<file path="config.mk">
export PLATFORM = sky130hd
export DESIGN_NAME = led_status_animator
export DESIGN_NICKNAME = d
export VERILOG_FILES = /design/src/rtl/lsa_pkg.sv /design/src/rtl/led_status_animator.sv /design/src/rtl/lsa_core.sv /design/src/rtl/lsa_out_buf.sv
export VERILOG_INCLUDE_DIRS = /design/src /design/src/rtl
export SDC_FILE = /design/constraint.sdc
export NUM_CORES = 1
export LEC_CHECK = 0
export BUFFER_PORTS_ARGS = -buffer_cell sky130_fd_sc_hd__buf_2
export CAP_MARGIN = 20
export CELL_PAD_IN_SITES_DETAIL_PLACEMENT = 1
export CELL_PAD_IN_SITES_GLOBAL_PLACEMENT = 1
export CORE_ASPECT_RATIO = 0.75
export CORE_UTILIZATION = 45
export CTS_CLUSTER_DIAMETER = 50
export DETAILED_ROUTE_END_ITERATION = 10
export PLACE_DENSITY = 0.77
export SLEW_MARGIN = 10
export SYNTH_ARGS = -nofsm -noshare
export SYNTH_HDL_FRONTEND = slang
export SYNTH_SLANG_ARGS = --single-unit
</file>
<file path="constraint.sdc">
create_clock -name clk -period 13 [get_ports clk]
set_input_delay 2.6 -clock clk [delete_from_list [all_inputs] [get_ports clk]]
set_output_delay 2.6 -clock clk [all_outputs]
set_load 0.01 [all_outputs]
</file>
<file path="src/rtl/led_status_animator_defines.svh">
// Assertion macros shared by the LED status animator RTL.
// Depends on nothing; define NO_ASSERTIONS to compile the checks out.
`ifndef LED_STATUS_ANIMATOR_DEFINES_SVH
`define LED_STATUS_ANIMATOR_DEFINES_SVH

`ifndef NO_ASSERTIONS

// Same-cycle implication, checked on every rising edge outside reset.
`define LSA_ASSERT_NOW(label, clk, rst_n, ante, cons, msg) \
  label: assert property (@(posedge clk) disable iff (!rst_n) (ante) |-> (cons)) \
    else $error(msg);

// Next-cycle implication, checked on every rising edge outside reset.
`define LSA_ASSERT_NEXT(label, clk, rst_n, ante, cons, msg) \
  label: assert property (@(posedge clk) disable iff (!rst_n) (ante) |=> (cons)) \
    else $error(msg);

`else

`define LSA_ASSERT_NOW(label, clk, rst_n, ante, cons, msg)
`define LSA_ASSERT_NEXT(label, clk, rst_n, ante, cons, msg)

`endif

`endif

</file>
<file path="src/rtl/lsa_pkg.sv">
// Types, register indexes and constants of the LED status animator.
// Used by lsa_core, lsa_out_buf and led_status_animator; depends on nothing.
package lsa_pkg;

  localparam int CFG_ADDR_W = 3;
  localparam int CFG_DATA_W = 16;
  localparam int RES_SLOTS  = 3;

  localparam logic [CFG_ADDR_W-1:0] REG_IDLE_PERIOD    = 3'd0;
  localparam logic [CFG_ADDR_W-1:0] REG_ALARM_PERIOD   = 3'd1;
  localparam logic [CFG_ADDR_W-1:0] REG_REFRESH_PERIOD = 3'd2;
  localparam logic [CFG_ADDR_W-1:0] REG_IDLE_HUE       = 3'd3;
  localparam logic [CFG_ADDR_W-1:0] REG_LED_COUNT      = 3'd4;

  localparam logic [15:0] RST_IDLE_PERIOD    = 16'd500;
  localparam logic [15:0] RST_ALARM_PERIOD   = 16'd200;
  localparam logic [15:0] RST_REFRESH_PERIOD = 16'd100;
  localparam logic [7:0]  RST_IDLE_HUE       = 8'd12;
  localparam logic [7:0]  RST_LED_COUNT      = 8'd88;

  localparam logic OP_TICK = 1'b0;
  localparam logic OP_POLL = 1'b1;

  localparam logic [1:0] MODE_IDLE    = 2'd0;
  localparam logic [1:0] MODE_RANGE_A = 2'd1;
  localparam logic [1:0] MODE_RANGE_B = 2'd2;

  localparam logic KIND_COLOR  = 1'b0;
  localparam logic KIND_STROBE = 1'b1;

  localparam logic [15:0] RANGE_MIN  = 16'd40;
  localparam logic [15:0] RANGE_MAX  = 16'd400;
  localparam logic [7:0]  HUE_SPAN   = 8'd80;
  localparam logic [7:0]  DARK_HUE   = 8'd255;
  localparam logic [7:0]  RED_HUE    = 8'd0;
  localparam logic [7:0]  FULL_VALUE = 8'd255;
  localparam logic [7:0]  DARK_VALUE = 8'd0;

  // floor(x/9) for x up to 720 equals (x * 911) >> 13.
  localparam logic [9:0] DIV9_MULT  = 10'd911;
  localparam int         DIV9_SHIFT = 13;

  typedef struct packed {
    logic       kind;
    logic [7:0] hue;
    logic [7:0] brightness;
  } lsa_res_t;

  typedef struct packed {
    lsa_res_t [RES_SLOTS-1:0] item;
    logic [1:0]               count;
  } lsa_bundle_t;

  // Hue for a range of at least RANGE_MIN: (range-40)*80/360, held at 80 above 400.
  function automatic logic [7:0] range_hue(input logic [15:0] range_value);
    logic [8:0]  span_off;
    logic [19:0] prod;
    logic [7:0]  hue;
    span_off = 9'(range_value - RANGE_MIN);
    prod     = 20'({span_off, 1'b0}) * 20'(DIV9_MULT);
    if (range_value > RANGE_MAX) begin
      hue = HUE_SPAN;
    end else begin
      hue = 8'(prod >> DIV9_SHIFT);
    end
    return hue;
  endfunction

endpackage

</file>
<file path="src/rtl/led_status_animator.sv">
// LED status animator top level. A beat is taken whenever the result buffer is
// empty or is sending its final pending beat; a tick beat can follow every cycle
// while the buffer is empty. A poll beat yields zero to three results; the first
// appears in the cycle after the poll is taken and the rest follow one per cycle
// while the output is ready. Synchronous active-low reset zeroes counters,
// phases and alarm, restores register defaults and empties the result buffer.
module led_status_animator #(
  parameter int TICK_COUNTER_BITS = 16
) (
  input  logic                            clk,
  input  logic                            rst_n,
  input  logic                            cfg_we,
  input  logic [lsa_pkg::CFG_ADDR_W-1:0]  cfg_addr,
  input  logic [lsa_pkg::CFG_DATA_W-1:0]  cfg_wdata,
  input  logic                            in_tvalid,
  output logic                            in_tready,
  input  logic [23:0]                     in_tdata,   // mode [1:0], range_value [17:2], zero [23:18]
  input  logic [0:0]                      in_tuser,   // opcode [0]
  output logic                            out_tvalid,
  input  logic                            out_tready,
  output logic [15:0]                     out_tdata,  // hue [7:0], brightness [15:8]
  output logic [0:0]                      out_tuser,  // kind [0]
  output logic                            out_tlast
);
  import lsa_pkg::*;

  logic        accept, push, can_load;
  lsa_bundle_t bundle;

  assign in_tready = can_load;
  assign accept    = in_tvalid && can_load;

  lsa_core #(
    .TICK_COUNTER_BITS(TICK_COUNTER_BITS)
  ) u_core (
    .clk         (clk),
    .rst_n       (rst_n),
    .cfg_we      (cfg_we),
    .cfg_addr    (cfg_addr),
    .cfg_wdata   (cfg_wdata),
    .accept      (accept),
    .opcode      (in_tuser[0]),
    .mode        (in_tdata[1:0]),
    .range_value (in_tdata[17:2]),
    .push        (push),
    .bundle      (bundle)
  );

  lsa_out_buf u_out_buf (
    .clk        (clk),
    .rst_n      (rst_n),
    .push       (push),
    .bundle     (bundle),
    .can_load   (can_load),
    .out_tvalid (out_tvalid),
    .out_tready (out_tready),
    .out_tdata  (out_tdata),
    .out_tuser  (out_tuser),
    .out_tlast  (out_tlast)
  );

endmodule

</file>
<file path="src/rtl/lsa_core.sv">
// Configuration registers, tick counters and blink state of the animator.
// Decides the results of each poll beat. Depends on lsa_pkg and the defines header.
`include "led_status_animator_defines.svh"

module lsa_core #(
  parameter int TICK_COUNTER_BITS = 16
) (
  input  logic                            clk,
  input  logic                            rst_n,
  input  logic                            cfg_we,
  input  logic [lsa_pkg::CFG_ADDR_W-1:0]  cfg_addr,
  input  logic [lsa_pkg::CFG_DATA_W-1:0]  cfg_wdata,
  input  logic                            accept,
  input  logic                            opcode,
  input  logic [1:0]                      mode,
  input  logic [15:0]                     range_value,
  output logic                            push,
  output lsa_pkg::lsa_bundle_t            bundle
);
  import lsa_pkg::*;

  localparam int CMP_W = (TICK_COUNTER_BITS > 16) ? TICK_COUNTER_BITS : 16;

  logic [15:0] idle_period_r, alarm_period_r, refresh_period_r;
  logic [7:0]  idle_hue_r, led_count_r;

  logic [TICK_COUNTER_BITS-1:0] idle_ticks_r, alarm_ticks_r, refresh_ticks_r;
  logic [TICK_COUNTER_BITS-1:0] idle_ticks_nxt, alarm_ticks_nxt, refresh_ticks_nxt;
  logic idle_phase_r, alarm_phase_r, alarm_en_r;
  logic idle_phase_nxt, alarm_phase_nxt, alarm_en_nxt;

  logic is_poll, ranging, near;
  logic idle_fire, alarm_fire, ref_fire, color_fire;
  lsa_bundle_t bundle_c;

  assign is_poll = accept && (opcode == OP_POLL);
  assign ranging = (mode == MODE_RANGE_A) || (mode == MODE_RANGE_B);
  assign near    = range_value < RANGE_MIN;

  assign idle_fire  = (mode == MODE_IDLE) &&
                      (CMP_W'(idle_ticks_r) > CMP_W'(idle_period_r));
  assign alarm_fire = alarm_en_r && ranging &&
                      (CMP_W'(alarm_ticks_r) > CMP_W'(alarm_period_r));
  assign ref_fire   = CMP_W'(refresh_ticks_r) > CMP_W'(refresh_period_r);
  assign color_fire = ref_fire && ranging && !near;

  // Results are packed in step order: blink, range color, then the strobe.
  // Idle and alarm blinks never fire together, so one blink slot suffices.
  always_comb begin
    logic [1:0] n;
    n = 2'd0;
    bundle_c = '0;
    if (idle_fire) begin
      bundle_c.item[n].kind       = KIND_COLOR;
      bundle_c.item[n].hue        = idle_phase_r ? DARK_HUE : idle_hue_r;
      bundle_c.item[n].brightness = idle_phase_r ? DARK_VALUE : FULL_VALUE;
      n = n + 2'd1;
    end else if (alarm_fire) begin
      bundle_c.item[n].kind       = KIND_COLOR;
      bundle_c.item[n].hue        = alarm_phase_r ? DARK_HUE : RED_HUE;
      bundle_c.item[n].brightness = alarm_phase_r ? DARK_VALUE : FULL_VALUE;
      n = n + 2'd1;
    end
    if (color_fire) begin
      bundle_c.item[n].kind       = KIND_COLOR;
      bundle_c.item[n].hue        = range_hue(range_value);
      bundle_c.item[n].brightness = FULL_VALUE;
      n = n + 2'd1;
    end
    if (ref_fire) begin
      bundle_c.item[n].kind       = KIND_STROBE;
      bundle_c.item[n].hue        = 8'd0;
      bundle_c.item[n].brightness = DARK_VALUE;
      n = n + 2'd1;
    end
    bundle_c.count = n;
  end

  assign push   = is_poll && (bundle_c.count != 2'd0);
  assign bundle = bundle_c;

  always_comb begin
    idle_ticks_nxt    = idle_ticks_r;
    alarm_ticks_nxt   = alarm_ticks_r;
    refresh_ticks_nxt = refresh_ticks_r;
    idle_phase_nxt    = idle_phase_r;
    alarm_phase_nxt   = alarm_phase_r;
    alarm_en_nxt      = alarm_en_r;
    if (accept && (opcode == OP_TICK)) begin
      idle_ticks_nxt    = idle_ticks_r + 1'b1;
      alarm_ticks_nxt   = alarm_ticks_r + 1'b1;
      refresh_ticks_nxt = refresh_ticks_r + 1'b1;
    end else if (is_poll) begin
      if (idle_fire) begin
        idle_phase_nxt = !idle_phase_r;
        idle_ticks_nxt = '0;
      end
      if (alarm_fire) begin
        alarm_phase_nxt = !alarm_phase_r;
        alarm_ticks_nxt = '0;
      end
      if (ref_fire) begin
        refresh_ticks_nxt = '0;
        if (ranging) begin
          alarm_en_nxt = near;
        end
      end
    end
  end

  always_ff @(posedge clk) begin
    if (!rst_n) begin
      idle_ticks_r    <= '0;
      alarm_ticks_r   <= '0;
      refresh_ticks_r <= '0;
      idle_phase_r    <= 1'b0;
      alarm_phase_r   <= 1'b0;
      alarm_en_r      <= 1'b0;
    end else begin
      idle_ticks_r    <= idle_ticks_nxt;
      alarm_ticks_r   <= alarm_ticks_nxt;
      refresh_ticks_r <= refresh_ticks_nxt;
      idle_phase_r    <= idle_phase_nxt;
      alarm_phase_r   <= alarm_phase_nxt;
      alarm_en_r      <= alarm_en_nxt;
    end
  end

  always_ff @(posedge clk) begin
    if (!rst_n) begin
      idle_period_r    <= RST_IDLE_PERIOD;
      alarm_period_r   <= RST_ALARM_PERIOD;
      refresh_period_r <= RST_REFRESH_PERIOD;
      idle_hue_r       <= RST_IDLE_HUE;
      led_count_r      <= RST_LED_COUNT;
    end else if (cfg_we) begin
      case (cfg_addr)
        REG_IDLE_PERIOD:    idle_period_r    <= cfg_wdata;
        REG_ALARM_PERIOD:   alarm_period_r   <= cfg_wdata;
        REG_REFRESH_PERIOD: refresh_period_r <= cfg_wdata;
        REG_IDLE_HUE:       idle_hue_r       <= cfg_wdata[7:0];
        REG_LED_COUNT:      led_count_r      <= cfg_wdata[7:0];
        default: ;
      endcase
    end
  end

  `LSA_ASSERT_NEXT(a_refresh_clears, clk, rst_n, is_poll && ref_fire,
                   refresh_ticks_r == '0, "refresh did not clear its counter")
  `LSA_ASSERT_NOW(a_blink_exclusive, clk, rst_n, is_poll,
                  !(idle_fire && alarm_fire), "idle and alarm blink fired together")
  `LSA_ASSERT_NEXT(a_led_count_write, clk, rst_n,
                   cfg_we && (cfg_addr == REG_LED_COUNT),
                   led_count_r == $past(cfg_wdata[7:0]), "LED count write lost")

endmodule

</file>
<file path="src/rtl/lsa_out_buf.sv">
// Result buffer of the animator: holds the results of one poll and sends them one beat per
// cycle unless stalled, marking the final one. Depends on lsa_pkg and the defines header.
`include "led_status_animator_defines.svh"

module lsa_out_buf (
  input  logic                  clk,
  input  logic                  rst_n,
  input  logic                  push,
  input  lsa_pkg::lsa_bundle_t  bundle,
  output logic                  can_load,
  output logic                  out_tvalid,
  input  logic                  out_tready,
  output logic [15:0]           out_tdata,   // hue [7:0], brightness [15:8]
  output logic [0:0]            out_tuser,   // kind [0]
  output logic                  out_tlast
);
  import lsa_pkg::*;

  lsa_res_t [RES_SLOTS-1:0] slot_r, slot_nxt;
  logic [1:0] cnt_r, cnt_nxt;
  logic       fire;

  assign out_tvalid = cnt_r != 2'd0;
  assign fire       = out_tvalid && out_tready;
  // A new poll may load while the last pending beat leaves.
  assign can_load   = (cnt_r == 2'd0) || ((cnt_r == 2'd1) && out_tready);

  assign out_tdata = {slot_r[0].brightness, slot_r[0].hue};
  assign out_tuser = slot_r[0].kind;
  assign out_tlast = cnt_r == 2'd1;

  always_comb begin
    slot_nxt = slot_r;
    cnt_nxt  = cnt_r;
    if (push) begin
      slot_nxt = bundle.item;
      cnt_nxt  = bundle.count;
    end else if (fire) begin
      slot_nxt[0] = slot_r[1];
      slot_nxt[1] = slot_r[2];
      cnt_nxt     = cnt_r - 2'd1;
    end
  end

  always_ff @(posedge clk) begin
    if (!rst_n) begin
      cnt_r <= 2'd0;
    end else begin
      cnt_r <= cnt_nxt;
    end
  end

  always_ff @(posedge clk) begin
    slot_r <= slot_nxt;
  end

  `LSA_ASSERT_NOW(a_load_when_free, clk, rst_n, push, can_load,
                  "results loaded over pending beats")
  `LSA_ASSERT_NOW(a_push_nonempty, clk, rst_n, push, bundle.count != 2'd0,
                  "empty result set loaded")
  `LSA_ASSERT_NOW(a_count_bound, clk, rst_n, 1'b1, cnt_r != 2'd3 || !fire || !push,
                  "load while three beats pending")

endmodule
</file>
Word-level counts from Yosys, hierarchy flattened
Index checks and enable logic that the tools add are counted.
Storage, ports and cells
  word-level logic and storage cells: 128
  register bits after elaboration: 160
  output and inout port bits: 20
  input port bits: 49
Cells by class
  equal/unequal tests: 6
  bitwise operators: 2
  $mul: 1
  multiplexer cells: 45
  $add $sub $neg: 7
  order comparisons: 9
  reductions and logical operators: 38
Operator list (count)
  $bwmux W51: 6
  $mux W16: 13
  $demux W17 S2: 6
  $mux W51: 2
  $mux W34: 2
  $mux W8: 7
  $add A16 B1 Y16 const B: 3
  $gt A16 B16 Y1: 3
  $mux W17: 2
  $mul A9 B10 Y19 const B: 1
  $gt A16 B9 Y1 const B: 1
  $lt A16 B6 Y1 const B: 1
  $reduce_and A2 Y1: 7
  $reduce_bool A2 Y1: 7
  $logic_and A1 B1 Y1: 13
  $sub A9 B6 Y9 const B: 1
  $mux W2: 4
  $mux W7: 1
  $eq A3 B2 Y1 const B: 2
  $reduce_and A3 Y1: 2
  $add A2 B1 Y2 const B: 2
  $eq A2 B1 Y1 const B: 2
  $logic_not A2 Y1: 2
  $reduce_and A4 Y1: 1
  12 further kinds: 17

Logic depth before layout (Yosys ltp)
Gate-level depths: netlist (run 1).
  depth after elaboration: 19
  mapped depth: 21
  depth with buffers taken out: 21

Modules after synthesis
A second synthesis (run 1) with hierarchy kept.
Second synthesis, totals
  cell total of the unflattened synthesis: 1149
  area, all modules: 10518.8 µm²
By module, submodules not included
  lsa_core: cells each 1024, seq. area each 2142.1 µm², instances 1, area each 8155.3 µm²
  lsa_out_buf: cells each 124, seq. area each 1571.5 µm², instances 1, area each 2357.3 µm²
  led_status_animator: cells each 1, seq. area each 0.0 µm², instances 1, area each 6.3 µm²

Least setup slack after synthesis (run 1)
Ideal clock, no wire load.
  kind: input to register
  start: input in_tdata[5]
  end: register u_out_buf.slot_r (netlist bit u_out_buf.out_tdata[6]), data pin
  arrival: 7131 ps
  stages on the path: 20
  slack: 5588 ps
  required time: 12719 ps
  library setup time: 281 ps
  buffers on the path: 0
  cells stage by stage: inv_1 ha_1 inv_1 a21oi_1 xor2_1 inv_1 fa_1 inv_1 fa_1 fa_1 inv_1 fa_1 ha_1 nand3_1 a211o_1 nand4_1 nand2_1 o21ai_0 mux2i_1 o221ai_1
RTL lines
  start: declaration: line led_status_animator.sv:17  | input logic [23:0] in_tdata,
  end signal: assignment: line lsa_out_buf.sv:54  | slot_r <= slot_nxt;
  end: declaration: line lsa_out_buf.sv:19  | lsa_res_t [RES_SLOTS-1:0] slot_r, slot_nxt;

==> impl_metrics.tcl, run 1 <==
set metrics [dict create \
    status "completed" \
    r2r_start "u_core.idle_ticks_r[13]" \
    p_int_uw 871 \
    grt_first_pass_wirelength_um 39300 \
    dieWidth_um 163 \
    critical_path.top_delay_family "adder cells" \
    pwr-share-clk 0.371 \
    setup.worst_path.end_class "flop" \
    antenna_found_initial 0 \
    vias_per_cell 5.54 \
    ys_ff_latch 129 \
    leakagePower_nw 4.11 \
    cts_buffer_depth 2 \
    yosys_warnings 0 \
    clkTransAtPathRegs_ns 0.06 \
    gp_congestion 0.838 \
    finalCriticalPeriod_ns 7.94 \
    cts_root_buf "clkbuf_16" \
    swShare 0.336 \
    hold_buffers 0 \
    arrival_ns 8.08 \
    hold_end "u_core.refresh_period_r[13]" \
    clock_skew_ns 0.00922 \
    clock.fmax_ghz 0.126 \
    hold_depth 2 \
    regToRegSetupSlack_ns 8.53 \
    power_density_nw_per_um2 134 \
    worstRegToRegCells 12 \
    grt_pass1_vias 7352 \
    drv_cap 0 \
    syn_area_per_cell_um2 8.31 \
    worst_pin_slew_ns 0.851 \
    drc_errors 0 \
    drtPass1Iterations 4 \
    setup_viol 0 \
    p_sw_uw 441 \
    gr-total-overflow 0 \
    dr.first_iter.drc_count 371 \
    port_buffers 62 \
    cp-start-kind "primary input" \
    cts_made_buffers 17 \
    timing.final.crit_share 0.610 \
    hold_viol_final 0 \
    drtAntennaViolNets 0 \
    final_layout_size_suffix_gt1_frac 0.109 \
    vias 7477 \
    ir_drop_uv 89.4 \
    coreArea_um2 18700 \
    worst_ep_required_time_ns 13.14 \
    grt.total_usage 0.260 \
    nets 1266 \
    start_util 0.466 \
    fillCellCount 2291 \
    r2r_end "u_out_buf.slot_r[30]" \
    slowest_stage "fa_1" \
    synthArstFlopShare 0 \
    cts_resized 0 \
    relSlewSlack 0.431 \
    p_total_mw 1.31 \
    drt-total-wl_um 24800 \
    cp_cell_sequence "buf_2 > inv_1 > ha_1 > inv_1 > a21oi_1 > xor2_1 > inv_1 > fa_1 > inv_1 > fa_1 > fa_1 > inv_1 > fa_1 > ha_1 > nand3_1 > a211o_1 > nand4_1 > nand2_1 > o21ai_0 > mux2i_1 > o221ai_1" \
    hold_class "reg2reg" \
    io_pins 69 \
    synthCells 1051 \
    synth_area_um2 8730 \
    cts_tree "yes" \
    wl_per_cell_um 18.4 \
    finalSetupTns_ns 0 \
    die_h_um 123 \
    slowest_delay_ns 0.66 \
    seq_power_share 0.323 \
    syn_nets 1228 \
    synth_top_flop_cell "dfxtp_1" \
    postCtsSetupRepairBufs 0 \
    dp_hpwl_um 18900 \
    fin_util 0.522 \
    hp-start "u_core.refresh_period_r[13]" \
    path_max_fanout 5 \
    grt_max_degree 55 \
    htree_num_levels 4 \
    share_comb_of_total_power 0.306 \
    synth_cell_types 61 \
    slew_violations 0 \
    rsz0062_at_grt "no" \
    fp-row-count 43 \
    die_area_um2 20000 \
    diodes 0 \
    clock_latency_ns 0.43 \
    path_buf_inv 6 \
    path_class "in2reg" \
    clkSinkCount 129 \
    ys_seq_area_frac 0.319 \
    syn2layout_area_growth_pct 12.0 \
    crit_top_cell "inv_1" \
    synth-edff-count 20 \
]
-- routing by layer --
metal / wire length, µm / vias up / part of all wire / GRT usage
met5: 0 / - / 0 / 0
met1: 12800 / 3629 / 0.52 / 0.377
met4: 399 / 0 / 0.016 / 0.0724
li1: - / 3675 / - / -
met3: 999 / 29 / 0.040 / 0.0466
met2: 10600 / 144 / 0.43 / 0.391
-- power groups by stage --
stage | combinational, mW | sequential (mW) | clock, mW
after detailed placement | 0.399 | 0.432 | 0
after global routing | 0.455 | 0.425 | 0.511
after floorplan | 0.290 | 0.430 | 0
after global placement | 0.379 | 0.431 | 0
final | 0.401 | 0.424 | 0.487
after CTS | 0.402 | 0.424 | 0.495
-- kinds of logic (layout without fill, tap and decap cells) --
| family | count (synthesis) | count (layout) | share of synthesized area |
|---|---|---|---|
| and+or+nand+nor | 347 | 347 | 0.182 |
| AOI/OAI and AO/OA | 207 | 207 | 0.156 |
| buffers and inverters | 188 | 239 | 0.0878 |
| DFF | 129 | 129 | 0.319 |
| adders and majority gates | 128 | 128 | 0.202 |
| xor gates and xnor gates | 40 | 40 | 0.0401 |
| muxes | 12 | 12 | 0.0138 |
-- per-stage QoR --
| stage | cell area [µm²] | hold slack (ns) | setup WS (ns) | cells |
|---|---|---|---|---|
| 3_3_place_gp | 9180 | 0.442 | 4.73 | 1317 |
| 3_5_place_dp | 9180 | 0.448 | 4.63 | 1317 |
| 5_1_grt | 9780 | 0.471 | 4.67 | 1349 |
| 4_1_cts | 9780 | 0.457 | 5.06 | 1349 |
| 6_report | 9780 | 0.455 | 5.06 | 1349 |
| 2_1_floorplan | 8730 | 0.436 | 5.59 | 1051 |
-- worst max-delay path by stage --
| stage | from | to | slack [ns] | depth (start not counted) |
|---|---|---|---|---|
| floorplan | in_tdata[5] | u_out_buf.out_tdata[6] | 5.59 | 20 |
| global placement | in_tdata[5] | u_out_buf.out_tdata[6] | 4.73 | 21 |
| detailed placement | in_tdata[5] | u_out_buf.out_tdata[6] | 4.63 | 21 |
| CTS | in_tdata[5] | u_out_buf.out_tdata[6] | 5.06 | 21 |
| global route | in_tdata[5] | u_out_buf.out_tdata[6] | 4.67 | 21 |
| finish | in_tdata[5] | u_out_buf.out_tdata[6] | 5.06 | 21 |
-- cell usage after synthesis, drive strengths merged (12+ instances only) --
cell / number / area, µm²
a21oi: 84 / 420
o211ai: 15 / 113
o21ai: 22 / 110
edfxtp: 20 / 601
inv: 135 / 507
nand2b: 13 / 81.3
mux2i: 12 / 120
a2111oi: 14 / 123
clkbuf: 36 / 135
nand4: 21 / 138
nand2: 169 / 634
nand3: 25 / 125
ha: 106 / 1330
xnor2: 34 / 298
nor2: 68 / 273
dfxtp: 109 / 2180
buf: 17 / 125
fa: 22 / 440
-- worst reg2reg max path, cell delays in order, from the launching register on --
cell and delay, ns:
dfxtp_1 0.36, ha_1 0.32, nand4_1 0.22, or3_1 0.43, a21o_1 0.18, a41oi_1 0.20, buf_4 0.21, a21oi_1 0.10
ha_1 0.42, nor3_1 0.27, a31o_2 0.23, a311o_1 0.45, nand2_1 0.62
-- state kept, by name (all words and copies together) (netlist names) --
register / count
u_out_buf.cnt_r: 2
u_core.refresh_ticks_r: 16
u_core.refresh_period_r: 16
u_core.idle_ticks_r: 16
u_out_buf.out_tuser: 1
u_core.alarm_en_r: 1
u_out_buf.out_tdata: 9
u_core.alarm_period_r: 16
u_core.idle_hue_r: 8
u_core.idle_phase_r: 1
u_out_buf.slot_r: 10
u_core.alarm_ticks_r: 16
u_core.alarm_phase_r: 1
u_core.idle_period_r: 16
-- cell type report --
type	instances	area, µm²	area share
multi-input combinational	734	5190	0.531
sequential	129	2780	0.285
inverter	135	507	0.0518
clock buffer	21	503	0.0515
timing repair buffer	72	385	0.0394
tap	247	309	0.0316
clock inverter	11	96.3	0.00986
-- placed cells by master (no fill, tap or decap), types with 9 or more instances in the layout --
cell type / instances
dfxtp_1: 109
nor3_1: 9
a2111oi_0: 14
buf_2: 62
clkbuf_16: 19
xnor2_1: 34
o21ai_0: 22
nand2b_1: 13
o211ai_1: 15
nand4_1: 20
nor2_1: 61
nand2_1: 169
a21oi_1: 84
inv_1: 134
ha_1: 106
a211oi_1: 9
edfxtp_1: 20
fa_1: 22
buf_4: 10
nand3_1: 25
mux2i_1: 12
Note: power is estimated with default switching activity, not from simulation.
==> run 2, diff against run 1 <==
--- a/config.mk
+++ b/config.mk
@@ -11,10 +11,10 @@
 export CELL_PAD_IN_SITES_DETAIL_PLACEMENT = 1
 export CELL_PAD_IN_SITES_GLOBAL_PLACEMENT = 1
 export CORE_ASPECT_RATIO = 0.75
-export CORE_UTILIZATION = 45
+export CORE_UTILIZATION = 42
 export CTS_CLUSTER_DIAMETER = 50
 export DETAILED_ROUTE_END_ITERATION = 10
-export PLACE_DENSITY = 0.77
+export PLACE_DENSITY = 0.76
 export SLEW_MARGIN = 10
 export SYNTH_ARGS = -nofsm -noshare
 export SYNTH_HDL_FRONTEND = slang
==> constraint.sdc (replaced) <==
create_clock -name clk -period 6.5 [get_ports clk]
set_input_delay 1.3 -clock clk [delete_from_list [all_inputs] [get_ports clk]]
set_output_delay 1.3 -clock clk [all_outputs]
set_load 0.01 [all_outputs]
==> run 2 against run 1 <==
Global-route usage is 2.6 points lower; first-iteration DRC count fell by 6.5%; sequential share of layout area decreased by 0.22 points; non-clock buffer count up 5; via count is 0.75% lower; total power increased by 99%; wire length fell by 3.6%; sequential power increased by 100%; die area increased by 7.0%.
==> impl_metrics.tcl, run 2 (synthesis gave the netlist of run 1 again) <==
set metrics [dict create \
    hold_class "reg2reg" \
    rsz0062_at_grt "no" \
    critPathLaunch "in_tdata[5]" \
    place_area_um2 9250 \
    dieWidth_um 168 \
    preCtsSetupSlack_ns -0.0535 \
    fin_util 0.485 \
    p_sw_uw 875 \
    gp_congestion 0.824 \
    hold_viol_final 0 \
    port_buffers 62 \
    hold_buffers 0 \
    setup_viol 0 \
    cts_resized 0 \
    die_area_um2 21400 \
    share_comb_of_total_power 0.303 \
    setup_ws_ns 0.381 \
    p_int_mw 1.74 \
    whs_ns 0.455 \
    hp-start "u_core.idle_period_r[15]" \
    clkTransAtPathRegs_ns 0.06 \
    start_util 0.430 \
    htree_num_levels 4 \
    arrival_ns 6.26 \
    seq_power_share 0.324 \
    cts_made_buffers 17 \
    cts_tree "yes" \
    fillCellCount 2456 \
    placedCellCount 1356 \
    clkSinkCount 129 \
    ir_drop_uv 186 \
    clock_skew_ns 0.0135 \
    postCtsSetupRepairBufs 0 \
    path_class "in2reg" \
    power_density_nw_per_um2 265 \
    wl_per_cell_um 17.2 \
    setup.worst_path.end_class "flop" \
    grt_max_degree 55 \
    leakagePower_nw 4.13 \
    drtPass1Iterations 4 \
    drv_cap 0 \
    grt_pass1_vias 7594 \
    timing.final.crit_share 0.941 \
    clock.fmax_ghz 0.163 \
    vias_per_cell 5.34 \
    layout_commonest_cell "nand2_1" \
    dp_hpwl_um 18500 \
    diodes 0 \
    grt.total_usage 0.234 \
    path_max_fanout 5 \
    drc_errors 0 \
    status "completed" \
    fp-row-count 45 \
    cp-start-kind "primary input" \
    syn2layout_area_growth_pct 12.9 \
    vias 7421 \
    antenna_found_initial 0 \
    slew_violations 0 \
    finalSetupTns_ns 0 \
    worst_pin_slew_ns 0.813 \
    regToRegSetupSlack_ns 2.03 \
    coreArea_um2 20300 \
    relSlewSlack 0.457 \
    crit_end "u_out_buf.out_tdata[6]" \
    drtAntennaViolNets 0 \
    io_pins 69 \
    die_h_um 127 \
    clock_latency_ns 0.43 \
    fin_area_um2 9850 \
    r2r_end "u_out_buf.slot_r[26]" \
    grt_first_pass_wirelength_um 39200 \
    finalCriticalPeriod_ns 6.12 \
    p_total_mw 2.61 \
    dr.first_iter.drc_count 347 \
    worstRegToRegCells 13 \
    stdcell_count 1389 \
    r2r_start "u_core.idle_period_r[14]" \
    pwr-share-clk 0.373 \
    nets 1271 \
    final_layout_size_suffix_gt1_frac 0.113 \
    gr-total-overflow 0 \
    cts_buffer_depth 2 \
    worst_ep_required_time_ns 6.64 \
    cts_root_buf "clkbuf_16" \
    swShare 0.335 \
    drt-total-wl_um 23900 \
    layout_common_cells "nand2_1, inv_1, dfxtp_1, ha_1, a21oi_1" \
]
==> run 2: changes by cell type in the layout (fill, tap and decap cells not counted), sizes merged <==
cell | previous run | this run
bufinv | 1 | 2
buf | 72 | 77
clkbuf | 21 | 18
clkinv | 5 | 4
inv | 138 | 141
==> run 2: how the worst min path moves through the flow <==
stage / cells past startpoint / endpoint / slack (ns)
6_report: 2 / u_core.idle_period_r[15] / 0.46
5_1_grt: 2 / u_core.refresh_period_r[7] / 0.47
4_1_cts: 2 / u_core.idle_period_r[15] / 0.46
3_5_place_dp: 2 / u_core.idle_period_r[15] / 0.45
3_3_place_gp: 2 / u_core.alarm_period_r[10] / 0.44
2_1_floorplan: 2 / u_core.alarm_period_r[10] / 0.44
==> run 2: metal layers <==
metal  wire [µm]  vias up  track usage
met5           0        -            0
met4         346        0       0.0663
met3         750       25       0.0402
met2       10800      108        0.379
met1       12000     3612        0.320
li1            -     3676            -
==> run 2: worst max-delay path, stage by stage <==
cell and delay [ns]:
buf_2 0.14, o21ai_0 0.28, nand2_1 0.15, xnor2_1 0.31, inv_1 0.16, fa_1 0.58
inv_1 0.06, fa_1 0.50, fa_1 0.54, inv_1 0.05, fa_1 0.48, ha_1 0.31
nand3_1 0.08, a211o_1 0.31, nand4_1 0.20, nand2_1 0.11, o21ai_0 0.23, mux2i_1 0.32
o221ai_1 0.14
==> run 2: final cells by class <==
| cell class | count | area [µm²] | area share |
|---|---|---|---|
| flip-flops and latches | 129 | 2780 | 0.282 |
| repair buffers | 77 | 427 | 0.0433 |
| multi-input cells | 734 | 5190 | 0.527 |
| clock inverters | 14 | 153 | 0.0155 |
| inverters | 135 | 507 | 0.0514 |
| well taps | 282 | 353 | 0.0358 |
| clock buffers | 18 | 439 | 0.0446 |
==> run 2: power groups by stage <==
stage,clock [mW],sequential (mW),combinational (mW)
2_1_floorplan,0,0.861,0.580
3_3_place_gp,0,0.863,0.759
3_5_place_dp,0,0.864,0.790
4_1_cts,0.987,0.847,0.798
5_1_grt,1.02,0.849,0.910
6_report,0.974,0.847,0.791
